### config.mk
export PLATFORM = sky130hd
export DESIGN_NAME = dual_class_credit_queue_top
export DESIGN_NICKNAME = d
export VERILOG_FILES = /design/src/rtl/core/dccq_pkg.sv /design/src/rtl/core/dccq_ctrl.sv /design/src/rtl/core/dccq_dpath.sv /design/src/rtl/core/dual_class_credit_queue_top.sv
export SDC_FILE = /design/constraint.sdc
export NUM_CORES = 2
export LEC_CHECK = 0
export BUFFER_PORTS_ARGS = -buffer_cell sky130_fd_sc_hd__buf_2
export CORE_MARGIN = 3
export CORE_UTILIZATION = 55
export DETAILED_ROUTE_END_ITERATION = 7
export GPL_TIMING_DRIVEN = 0
export HOLD_SLACK_MARGIN = 0.08
export PLACE_DENSITY = 0.68
export SLEW_MARGIN = 20
export SYNTH_ARGS = -nofsm -noshare
export SYNTH_HDL_FRONTEND = slang
export SYNTH_HIERARCHICAL = 1
export SYNTH_SLANG_ARGS = --single-unit
### constraint.sdc
create_clock -name i_clk -period 13.7 [get_ports i_clk]
set_input_delay 2.74 -clock i_clk [delete_from_list [all_inputs] [get_ports i_clk]]
set_output_delay 2.74 -clock i_clk [all_outputs]
set_load 0.05 [all_outputs]
### src/rtl/core/dccq_pkg.sv
// Shared types, codes and helper functions for the dual class credit queue.
// No dependencies; imported by every module of the block.
package dccq_pkg;

    localparam int OPC_W  = 3;
    localparam int KIND_W = 5;
    localparam int PAY_W  = 32;
    localparam int STAT_W = 3;
    localparam int CLS_W  = 2;
    localparam int CCNT_W = 5;
    localparam int DCNT_W = 7;

    typedef enum logic [OPC_W-1:0] {
        OP_PUSH       = 3'd0,
        OP_POP        = 3'd1,
        OP_RESERVE    = 3'd2,
        OP_RELEASE    = 3'd3,
        OP_PUSH_REPLY = 3'd4
    } t_opcode;

    typedef enum logic [STAT_W-1:0] {
        ST_OK       = 3'd0,
        ST_INVALID  = 3'd1,
        ST_FULL     = 3'd2,
        ST_EMPTY    = 3'd3,
        ST_RESFAULT = 3'd4
    } t_status;

    typedef enum logic [CLS_W-1:0] {
        CLS_CONTROL = 2'd0,
        CLS_DATA    = 2'd1,
        CLS_INVALID = 2'd2
    } t_class;

    // Commands from the controller to the datapath.
    typedef struct packed {
        logic capture;  // latch the input word
        logic execute;  // decide, update pointers, access the stores
    } t_cmd;

    function automatic t_class kind_class(input logic [KIND_W-1:0] kind);
        t_class cls;
        if (kind inside {[5'd1:5'd5]}) begin
            cls = CLS_CONTROL;
        end else if (kind inside {[5'd6:5'd16]}) begin
            cls = CLS_DATA;
        end else begin
            cls = CLS_INVALID;
        end
        return cls;
    endfunction

    function automatic logic is_reply(input logic [KIND_W-1:0] kind);
        return kind inside {5'd8, 5'd10, 5'd12, 5'd14, 5'd16};
    endfunction

endpackage

### src/rtl/core/dccq_ctrl.sv
// Controller state machine: sequences capture, execute and result phases.
// Depends on dccq_pkg (t_cmd).
module dccq_ctrl
    import dccq_pkg::*;
(
    input  logic i_clk,
    input  logic i_rst_n,
    input  logic start,
    output logic busy,
    output logic o_done,
    output t_cmd o_cmd
);

    typedef enum logic [1:0] {
        S_IDLE,
        S_EXEC,
        S_DONE
    } t_state;

    t_state r_state;
    logic   r_busy;
    logic   r_done;

    always_ff @(posedge i_clk) begin
        if (!i_rst_n) begin
            r_state <= S_IDLE;
            r_busy  <= 1'b0;
            r_done  <= 1'b0;
        end else begin
            case (r_state)
                S_IDLE: begin
                    if (start) begin
                        r_state <= S_EXEC;
                        r_busy  <= 1'b1;
                    end
                end
                S_EXEC: begin
                    r_state <= S_DONE;
                    r_done  <= 1'b1;
                end
                S_DONE: begin
                    r_state <= S_IDLE;
                    r_busy  <= 1'b0;
                    r_done  <= 1'b0;
                end
                default: begin
                    r_state <= S_IDLE;
                    r_busy  <= 1'b0;
                    r_done  <= 1'b0;
                end
            endcase
        end
    end

    assign busy          = r_busy;
    assign o_done        = r_done;
    assign o_cmd.capture = start && !r_busy;
    assign o_cmd.execute = (r_state == S_EXEC);

endmodule

### src/rtl/core/dccq_dpath.sv
// Datapath: input capture, lane pointers, reservation count and both envelope stores.
// Depends on dccq_pkg (codes, t_cmd, kind helpers).
module dccq_dpath
    import dccq_pkg::*;
#(
    parameter int CONTROL_DEPTH = 16,
    parameter int DATA_DEPTH    = 64,
    parameter int PAYLOAD_BITS  = 32
) (
    input  logic              i_clk,
    input  logic              i_rst_n,
    input  t_cmd              i_cmd,
    input  logic [OPC_W-1:0]  i_opcode,
    input  logic              i_lane,
    input  logic [KIND_W-1:0] i_msg_kind,
    input  logic [PAY_W-1:0]  i_msg_payload,
    output logic [STAT_W-1:0] o_status,
    output logic [KIND_W-1:0] o_out_kind,
    output logic [PAY_W-1:0]  o_out_payload,
    output logic [CLS_W-1:0]  o_kind_class,
    output logic [CCNT_W-1:0] o_control_count,
    output logic [DCNT_W-1:0] o_data_count,
    output logic [DCNT_W-1:0] o_reserved_count
);

    localparam int CAW   = (CONTROL_DEPTH > 1) ? $clog2(CONTROL_DEPTH) : 1;
    localparam int DAW   = (DATA_DEPTH > 1) ? $clog2(DATA_DEPTH) : 1;
    localparam int CFW   = $clog2(CONTROL_DEPTH + 1);
    localparam int DFW   = $clog2(DATA_DEPTH + 1);
    localparam int CSW   = CFW + 1;
    localparam int DSW   = DFW + 1;
    localparam int ENV_W = KIND_W + PAYLOAD_BITS;

    // Captured input word.
    logic [OPC_W-1:0]  r_opcode;
    logic              r_lane;
    logic [KIND_W-1:0] r_kind;
    logic [PAY_W-1:0]  r_payload;

    // Lane pointers and reservations.
    logic [CAW-1:0] r_chead;
    logic [CFW-1:0] r_cfill;
    logic [DAW-1:0] r_dhead;
    logic [DFW-1:0] r_dfill;
    logic [DFW-1:0] r_holds;

    // Stores and their registered read data.
    logic [ENV_W-1:0] r_cmem [CONTROL_DEPTH];
    logic [ENV_W-1:0] r_dmem [DATA_DEPTH];
    logic [ENV_W-1:0] r_crd;
    logic [ENV_W-1:0] r_drd;

    // Result registers.
    logic [STAT_W-1:0] r_status;
    logic [CLS_W-1:0]  r_class;
    logic              r_popped;
    logic              r_pop_ctrl;

    logic [STAT_W-1:0] n_status;
    logic              c_push, c_pop, d_push, d_pop, hold_inc, hold_dec;
    logic [DSW-1:0]    d_sum;
    logic              d_full, c_full;
    logic [CSW-1:0]    c_tail_ext, c_head_inc;
    logic [DSW-1:0]    d_tail_ext, d_head_inc;
    logic [CAW-1:0]    c_tail, n_chead;
    logic [DAW-1:0]    d_tail, n_dhead;
    logic [63:0]       in_ext;
    logic [ENV_W-1:0]  w_env;
    logic [ENV_W-1:0]  rd_env;
    logic [63:0]       out_ext;

    always_comb begin
        d_sum  = DSW'(r_dfill) + DSW'(r_holds);
        d_full = (d_sum >= DSW'(DATA_DEPTH));
        c_full = (CSW'(r_cfill) >= CSW'(CONTROL_DEPTH));

        c_tail_ext = CSW'(r_chead) + CSW'(r_cfill);
        if (c_tail_ext >= CSW'(CONTROL_DEPTH)) begin
            c_tail_ext = c_tail_ext - CSW'(CONTROL_DEPTH);
        end
        c_tail = c_tail_ext[CAW-1:0];

        d_tail_ext = DSW'(r_dhead) + DSW'(r_dfill);
        if (d_tail_ext >= DSW'(DATA_DEPTH)) begin
            d_tail_ext = d_tail_ext - DSW'(DATA_DEPTH);
        end
        d_tail = d_tail_ext[DAW-1:0];

        c_head_inc = CSW'(r_chead) + CSW'(1);
        n_chead    = (c_head_inc >= CSW'(CONTROL_DEPTH)) ? '0 : c_head_inc[CAW-1:0];
        d_head_inc = DSW'(r_dhead) + DSW'(1);
        n_dhead    = (d_head_inc >= DSW'(DATA_DEPTH)) ? '0 : d_head_inc[DAW-1:0];

        in_ext = 64'(r_payload);
        w_env  = {r_kind, in_ext[PAYLOAD_BITS-1:0]};
    end

    // Decide the operation outcome from the captured word and current pointers.
    always_comb begin
        n_status = ST_OK;
        c_push   = 1'b0;
        c_pop    = 1'b0;
        d_push   = 1'b0;
        d_pop    = 1'b0;
        hold_inc = 1'b0;
        hold_dec = 1'b0;
        case (r_opcode)
            OP_PUSH: begin
                if (r_lane) begin
                    if (c_full) n_status = ST_FULL;
                    else        c_push   = 1'b1;
                end else begin
                    if (d_full) n_status = ST_FULL;
                    else        d_push   = 1'b1;
                end
            end
            OP_POP: begin
                if (r_lane) begin
                    if (r_cfill == '0) n_status = ST_EMPTY;
                    else               c_pop    = 1'b1;
                end else begin
                    if (r_dfill == '0) n_status = ST_EMPTY;
                    else               d_pop    = 1'b1;
                end
            end
            OP_RESERVE: begin
                if (d_full) n_status = ST_FULL;
                else        hold_inc = 1'b1;
            end
            OP_RELEASE: begin
                if (r_holds == '0) n_status = ST_RESFAULT;
                else               hold_dec = 1'b1;
            end
            OP_PUSH_REPLY: begin
                if (!is_reply(r_kind)) begin
                    n_status = ST_INVALID;
                end else if (r_holds == '0) begin
                    n_status = ST_RESFAULT;
                end else begin
                    hold_dec = 1'b1;
                    d_push   = 1'b1;
                end
            end
            default: n_status = ST_INVALID;
        endcase
    end

    // Capture the input word; payload needs no reset.
    always_ff @(posedge i_clk) begin
        if (i_cmd.capture) begin
            r_opcode  <= i_opcode;
            r_lane    <= i_lane;
            r_kind    <= i_msg_kind;
            r_payload <= i_msg_payload;
        end
    end

    // Pointers, reservations and result flags.
    always_ff @(posedge i_clk) begin
        if (!i_rst_n) begin
            r_chead    <= '0;
            r_cfill    <= '0;
            r_dhead    <= '0;
            r_dfill    <= '0;
            r_holds    <= '0;
            r_status   <= ST_OK;
            r_class    <= CLS_INVALID;
            r_popped   <= 1'b0;
            r_pop_ctrl <= 1'b0;
        end else if (i_cmd.execute) begin
            r_status   <= n_status;
            r_class    <= kind_class(r_kind);
            r_popped   <= c_pop || d_pop;
            r_pop_ctrl <= c_pop;
            if (c_push) r_cfill <= r_cfill + CFW'(1);
            if (c_pop) begin
                r_cfill <= r_cfill - CFW'(1);
                r_chead <= n_chead;
            end
            if (d_push) r_dfill <= r_dfill + DFW'(1);
            if (d_pop) begin
                r_dfill <= r_dfill - DFW'(1);
                r_dhead <= n_dhead;
            end
            if (hold_inc) r_holds <= r_holds + DFW'(1);
            if (hold_dec) r_holds <= r_holds - DFW'(1);
        end
    end

    // Control store: write at the tail, read the head.
    always_ff @(posedge i_clk) begin
        if (i_cmd.execute) begin
            if (c_push) r_cmem[c_tail] <= w_env;
            r_crd <= r_cmem[r_chead];
        end
    end

    // Data store: write at the tail, read the head.
    always_ff @(posedge i_clk) begin
        if (i_cmd.execute) begin
            if (d_push) r_dmem[d_tail] <= w_env;
            r_drd <= r_dmem[r_dhead];
        end
    end

    always_comb begin
        if (!r_popped)      rd_env = '0;
        else if (r_pop_ctrl) rd_env = r_crd;
        else                rd_env = r_drd;
        out_ext = 64'(rd_env[PAYLOAD_BITS-1:0]);
    end

    assign o_status         = r_status;
    assign o_kind_class     = r_class;
    assign o_out_kind       = rd_env[ENV_W-1 -: KIND_W];
    assign o_out_payload    = out_ext[PAY_W-1:0];
    assign o_control_count  = CCNT_W'(r_cfill);
    assign o_data_count     = DCNT_W'(r_dfill);
    assign o_reserved_count = DCNT_W'(r_holds);

endmodule

### src/rtl/core/dual_class_credit_queue_top.sv
// Top level of the dual class credit queue: controller plus datapath.
// Depends on dccq_pkg, dccq_ctrl and dccq_dpath.
//
// Usage:
//   Command channel: drive i_opcode, i_lane, i_msg_kind and i_msg_payload
//   and raise start; the word is taken at the clock edge where start is
//   high and busy is low. busy then stays high until the result is out.
//   Result channel: o_done pulses for exactly one cycle; the status, popped
//   envelope, kind class and the three occupancy counts are valid in that
//   cycle only. The receiver cannot stall, so capture on o_done.
//   Timing: after the accepting edge the controller enters execute and then
//   the result state, where o_done is high; busy falls as it leaves that
//   state, and the next word is accepted from idle, so a word is not taken
//   until the result of the last one is out. Execute does the decision,
//   pointer update and the registered store read together; the result
//   state holds busy high, and the controller then returns to idle.
//   Reset (i_rst_n low, synchronous): pointers, fills and reservations
//   clear, controller returns to idle. Store contents are not cleared;
//   entries are only read once written.
//   Data pushes and reservations share the data lane capacity; control
//   pushes are checked against the control depth alone.
module dual_class_credit_queue_top
    import dccq_pkg::*;
#(
    parameter int CONTROL_DEPTH = 16,
    parameter int DATA_DEPTH    = 64,
    parameter int PAYLOAD_BITS  = 32
) (
    input  logic              i_clk,
    input  logic              i_rst_n,
    input  logic              start,
    output logic              busy,
    input  logic [OPC_W-1:0]  i_opcode,
    input  logic              i_lane,
    input  logic [KIND_W-1:0] i_msg_kind,
    input  logic [PAY_W-1:0]  i_msg_payload,
    output logic              o_done,
    output logic [STAT_W-1:0] o_status,
    output logic [KIND_W-1:0] o_out_kind,
    output logic [PAY_W-1:0]  o_out_payload,
    output logic [CLS_W-1:0]  o_kind_class,
    output logic [CCNT_W-1:0] o_control_count,
    output logic [DCNT_W-1:0] o_data_count,
    output logic [DCNT_W-1:0] o_reserved_count
);

    t_cmd cmd;

    // Sequence each word through capture, execute and result.
    dccq_ctrl u_ctrl (
        .i_clk   (i_clk),
        .i_rst_n (i_rst_n),
        .start   (start),
        .busy    (busy),
        .o_done  (o_done),
        .o_cmd   (cmd)
    );

    // Hold the lanes, stores and result registers.
    dccq_dpath #(
        .CONTROL_DEPTH (CONTROL_DEPTH),
        .DATA_DEPTH    (DATA_DEPTH),
        .PAYLOAD_BITS  (PAYLOAD_BITS)
    ) u_dpath (
        .i_clk            (i_clk),
        .i_rst_n          (i_rst_n),
        .i_cmd            (cmd),
        .i_opcode         (i_opcode),
        .i_lane           (i_lane),
        .i_msg_kind       (i_msg_kind),
        .i_msg_payload    (i_msg_payload),
        .o_status         (o_status),
        .o_out_kind       (o_out_kind),
        .o_out_payload    (o_out_payload),
        .o_kind_class     (o_kind_class),
        .o_control_count  (o_control_count),
        .o_data_count     (o_data_count),
        .o_reserved_count (o_reserved_count)
    );

endmodule

==> metrics.csv <==
metric,value,unit
Synth top area share,77.4,%
initial core utilization,55.4,%
# nets final,5848,
"wirelength, routed",335000,µm
Fillers,13400,
PD cells,136,mW/mm²
most area-consuming cells after synthesis,"edfxtp_1, mux4_2, mux2i_1",
RSZ-0062 raised after global routing,no,
Sw Pwr,3750,µW
TritonCTS buffer count,323,
Sw Share,19.5,%
pin count of the biggest net entering global routing,31,
r2r startpoint,u_dpath/o_data_count[2],
RR Endpoint,u_dpath/r_dmem[35][22],
area grow syn2layout,17.9,%
row cnt,170,
Hold Crit Start,u_dpath/o_kind_class[1],
failing checks,DRC,
"most common cell after layout, fill and taps aside",edfxtp_1,
endpoint class of the critical path,output pin,
Die Wd,472,µm
minimum clock period,6.52,ns
Worst-Margin Slew,1.33,ns
"Hold-fix buffers, CTS",0,
I/O Buffers,106,
WL per Instance,38.0,µm
Worst EP arrival,3.78,ns
Post-synth EDFFs,3075,
post-cts resize count,0,
DRC,31,
sequential area share after synthesis,78.1,%
GRT Util Overall,30.4,%
Setup crit end,o_out_kind[3],
Boundary Pins,107,
dpl hpwl,231000,µm
register area,0.0931,mm²
worst skew pair latency,0.95,ns
fin crit share,47.6,%
FF-to-FF path depth,9,
Worst IR Drop VDD,0.141,mV
status,"finished, violations left",
CORE AREA,0.215,mm²
max cap viols,0,
Vias/cell,6.80,
first-pass GRT wire length,466000,µm
Max Clock Freq,153,MHz
Initial DRC Count,9561,
total grt overflow,0,
CTS H-tree depth,5,
post-synthesis cell area,0.119,mm²
Root Driver,clkbuf_16,
syn nets,5099,
Comb pwr share,1.7,%
Die Footprint,0.223,mm²
Setup TNS Final,0,ns
"FF+latch count, synth",3115,
Mapped Cells,5019,
top_reg_cell synth,edfxtp_1,
internal power,15400,µW
"Data required, critical path",10.96,ns
CP startpoint kind,register,
Synth Area per Inst,23.8,µm²
Post-DP Area,0.131,mm²
clock skew,0.0648,ns
relative slew slack,10.6,%
most frequent cells in the layout,"edfxtp_1, mux4_2, clkbuf_16",
Die H,472,µm
hold_ws,0.489,ns
Final Setup Violations,0,
Clk network pwr share,43.3,%
design area,0.141,mm²
Design Power,19200,µW
asr flop ratio synth,0,%
DR pass1 iterations,8,
Ys Warns,6,
antenna violations before repair,20,
"antenna viol nets, final",0,
Hold WC Path Type,reg2reg,
Clock Sink Count,3115,
Critical Path Fanout Max,10,
max-slew violation count,0,
postcts setup bufs,0,
"Reg clk slew, reported paths",0.06,ns
multi-input logic area,0.0255,mm²
number of global-route vias before repair,59500,
CTS tree,yes,
GP Congestion,0.907,
"area leader, netlist",edfxtp_1,
leakage power,0.0432,µW
sequential power share,55.0,%
WS Path Type,reg2out,
Worst Setup SP,u_dpath/r_pop_ctrl,
share of layout cells above drive strength 1,32.6,%
CTS max path bufs,4,
flop2flop setup slack,7.59,ns
via count,60100,
final hold vios,0,
Unique masters post-synth,65,
-- kinds of logic after synthesis --
logic type | count (synthesis) | synth area share [%]
flip-flops | 3115 | 78.1
multiplexers | 1006 | 17.5
AND/OR/NAND/NOR | 369 | 1.46
buffers and inverters | 275 | 1.12
AO/OA/AOI/OAI | 189 | 1.19
adder cells (fa/ha/maj) | 36 | 0.415
XOR/XNOR | 29 | 0.213
-- worst max-delay path: stages, from the launching register on --
cell	delay [ns]
dfxtp_1	0.43
clkbuf_1	0.71
buf_1	0.85
mux2i_1	0.36
nor2b_1	0.19
buf_2	0.28
-- synthesized netlist by cell type, types with 5 or more instances --
| master | instances |
|---|---|
| dfxtp_1 | 40 |
| a211oi_1 | 20 |
| edfxtp_1 | 3075 |
| fa_1 | 6 |
| mux2i_1 | 126 |
| xor2_1 | 13 |
| xnor2_1 | 16 |
| o22ai_1 | 17 |
| nand3_1 | 15 |
| nor2b_1 | 58 |
| o221ai_1 | 14 |
| nand2_1 | 46 |
| nand2b_1 | 7 |
| nor4_1 | 5 |
| buf_1 | 26 |
| a21oi_1 | 31 |
| ha_1 | 30 |
| a21o_1 | 9 |
| a221o_1 | 25 |
| mux4_2 | 866 |
| a2111oi_0 | 9 |
| mux2_2 | 14 |
| a22oi_1 | 12 |
| nor3_1 | 39 |
| clkbuf_1 | 120 |
| buf_2 | 66 |
| o21ai_0 | 12 |
| inv_1 | 21 |
| buf_6 | 18 |
| and2_1 | 7 |
| buf_4 | 23 |
| nor2_1 | 167 |
| nand4_1 | 5 |
-- sequential cells by signal (all words and copies together), names as in the netlist, 2 cells and up --
register	count
u_dpath/r_dmem	2368
u_dpath/r_cmem	592
u_dpath/r_crd	37
u_dpath/r_drd	37
u_dpath/r_payload	32
u_dpath/o_data_count	7
u_dpath/o_reserved_count	7
u_dpath/r_dhead	6
u_dpath/o_control_count	5
u_dpath/r_kind	5
u_dpath/r_chead	4
u_dpath/o_status	3
u_dpath/r_opcode	3
u_ctrl/r_state	2
u_dpath/o_kind_class	2
-- worst min path at each step --
stage | cells after the start | to | slack, ns
CTS | 2 | u_dpath/o_kind_class[1] | 0.49
detailed placement | 2 | u_dpath/o_kind_class[1] | 0.48
global route | 2 | u_dpath/o_kind_class[0] | 0.53
global placement | 2 | u_ctrl/busy | 0.46
floorplan | 2 | u_ctrl/r_state[1] | 0.44
finish | 2 | u_dpath/o_kind_class[1] | 0.49
-- power by group through the flow --
stage / combinational [µW] / sequential, µW / clock [µW]
4_1_cts: 328 / 10500 / 8410
3_5_place_dp: 328 / 10700 / 0
5_1_grt: 347 / 10500 / 8780
6_report: 334 / 10500 / 8310
3_3_place_gp: 75.5 / 10900 / 0
2_1_floorplan: 40.7 / 10800 / 0
-- final cells by class --
| type | instances | share of cell area [%] |
|---|---|---|
| Clock buffer | 404 | 6.10 |
| Tap cell | 2838 | 2.53 |
| Timing Repair Buffer | 424 | 5.10 |
| Sequential cell | 3115 | 66.2 |
| Antenna cell | 7 | 0.0125 |
| Clock inverter | 144 | 0.901 |
| Multi-Input combinational cell | 1629 | 18.2 |
| Buffer | 253 | 0.914 |
| Inverter | 22 | 0.0587 |
-- metrics by stage --
stage | setup WS (ns) | util (%) | instances
finish | 7.18 | 65.3 | 8836
global route | 7.08 | 65.3 | 8831
detailed placement | 8.13 | 60.7 | 8281
CTS | 7.12 | 65.3 | 8829
global placement | -0.114 | 57.3 | 7963
floorplan | 6.52 | - | 5019
-- routing by layer --
metal  vias to the layer above  wire, µm  GRT usage, %
li1                      23100         -             -
met1                     31800    119000          40.8
met2                      4299    157000          46.6
met3                       888     41500          9.02
met4                         4     18800          14.1
met5                         -        57             0
No activity file was read; power rests on OpenSTA's default activity.
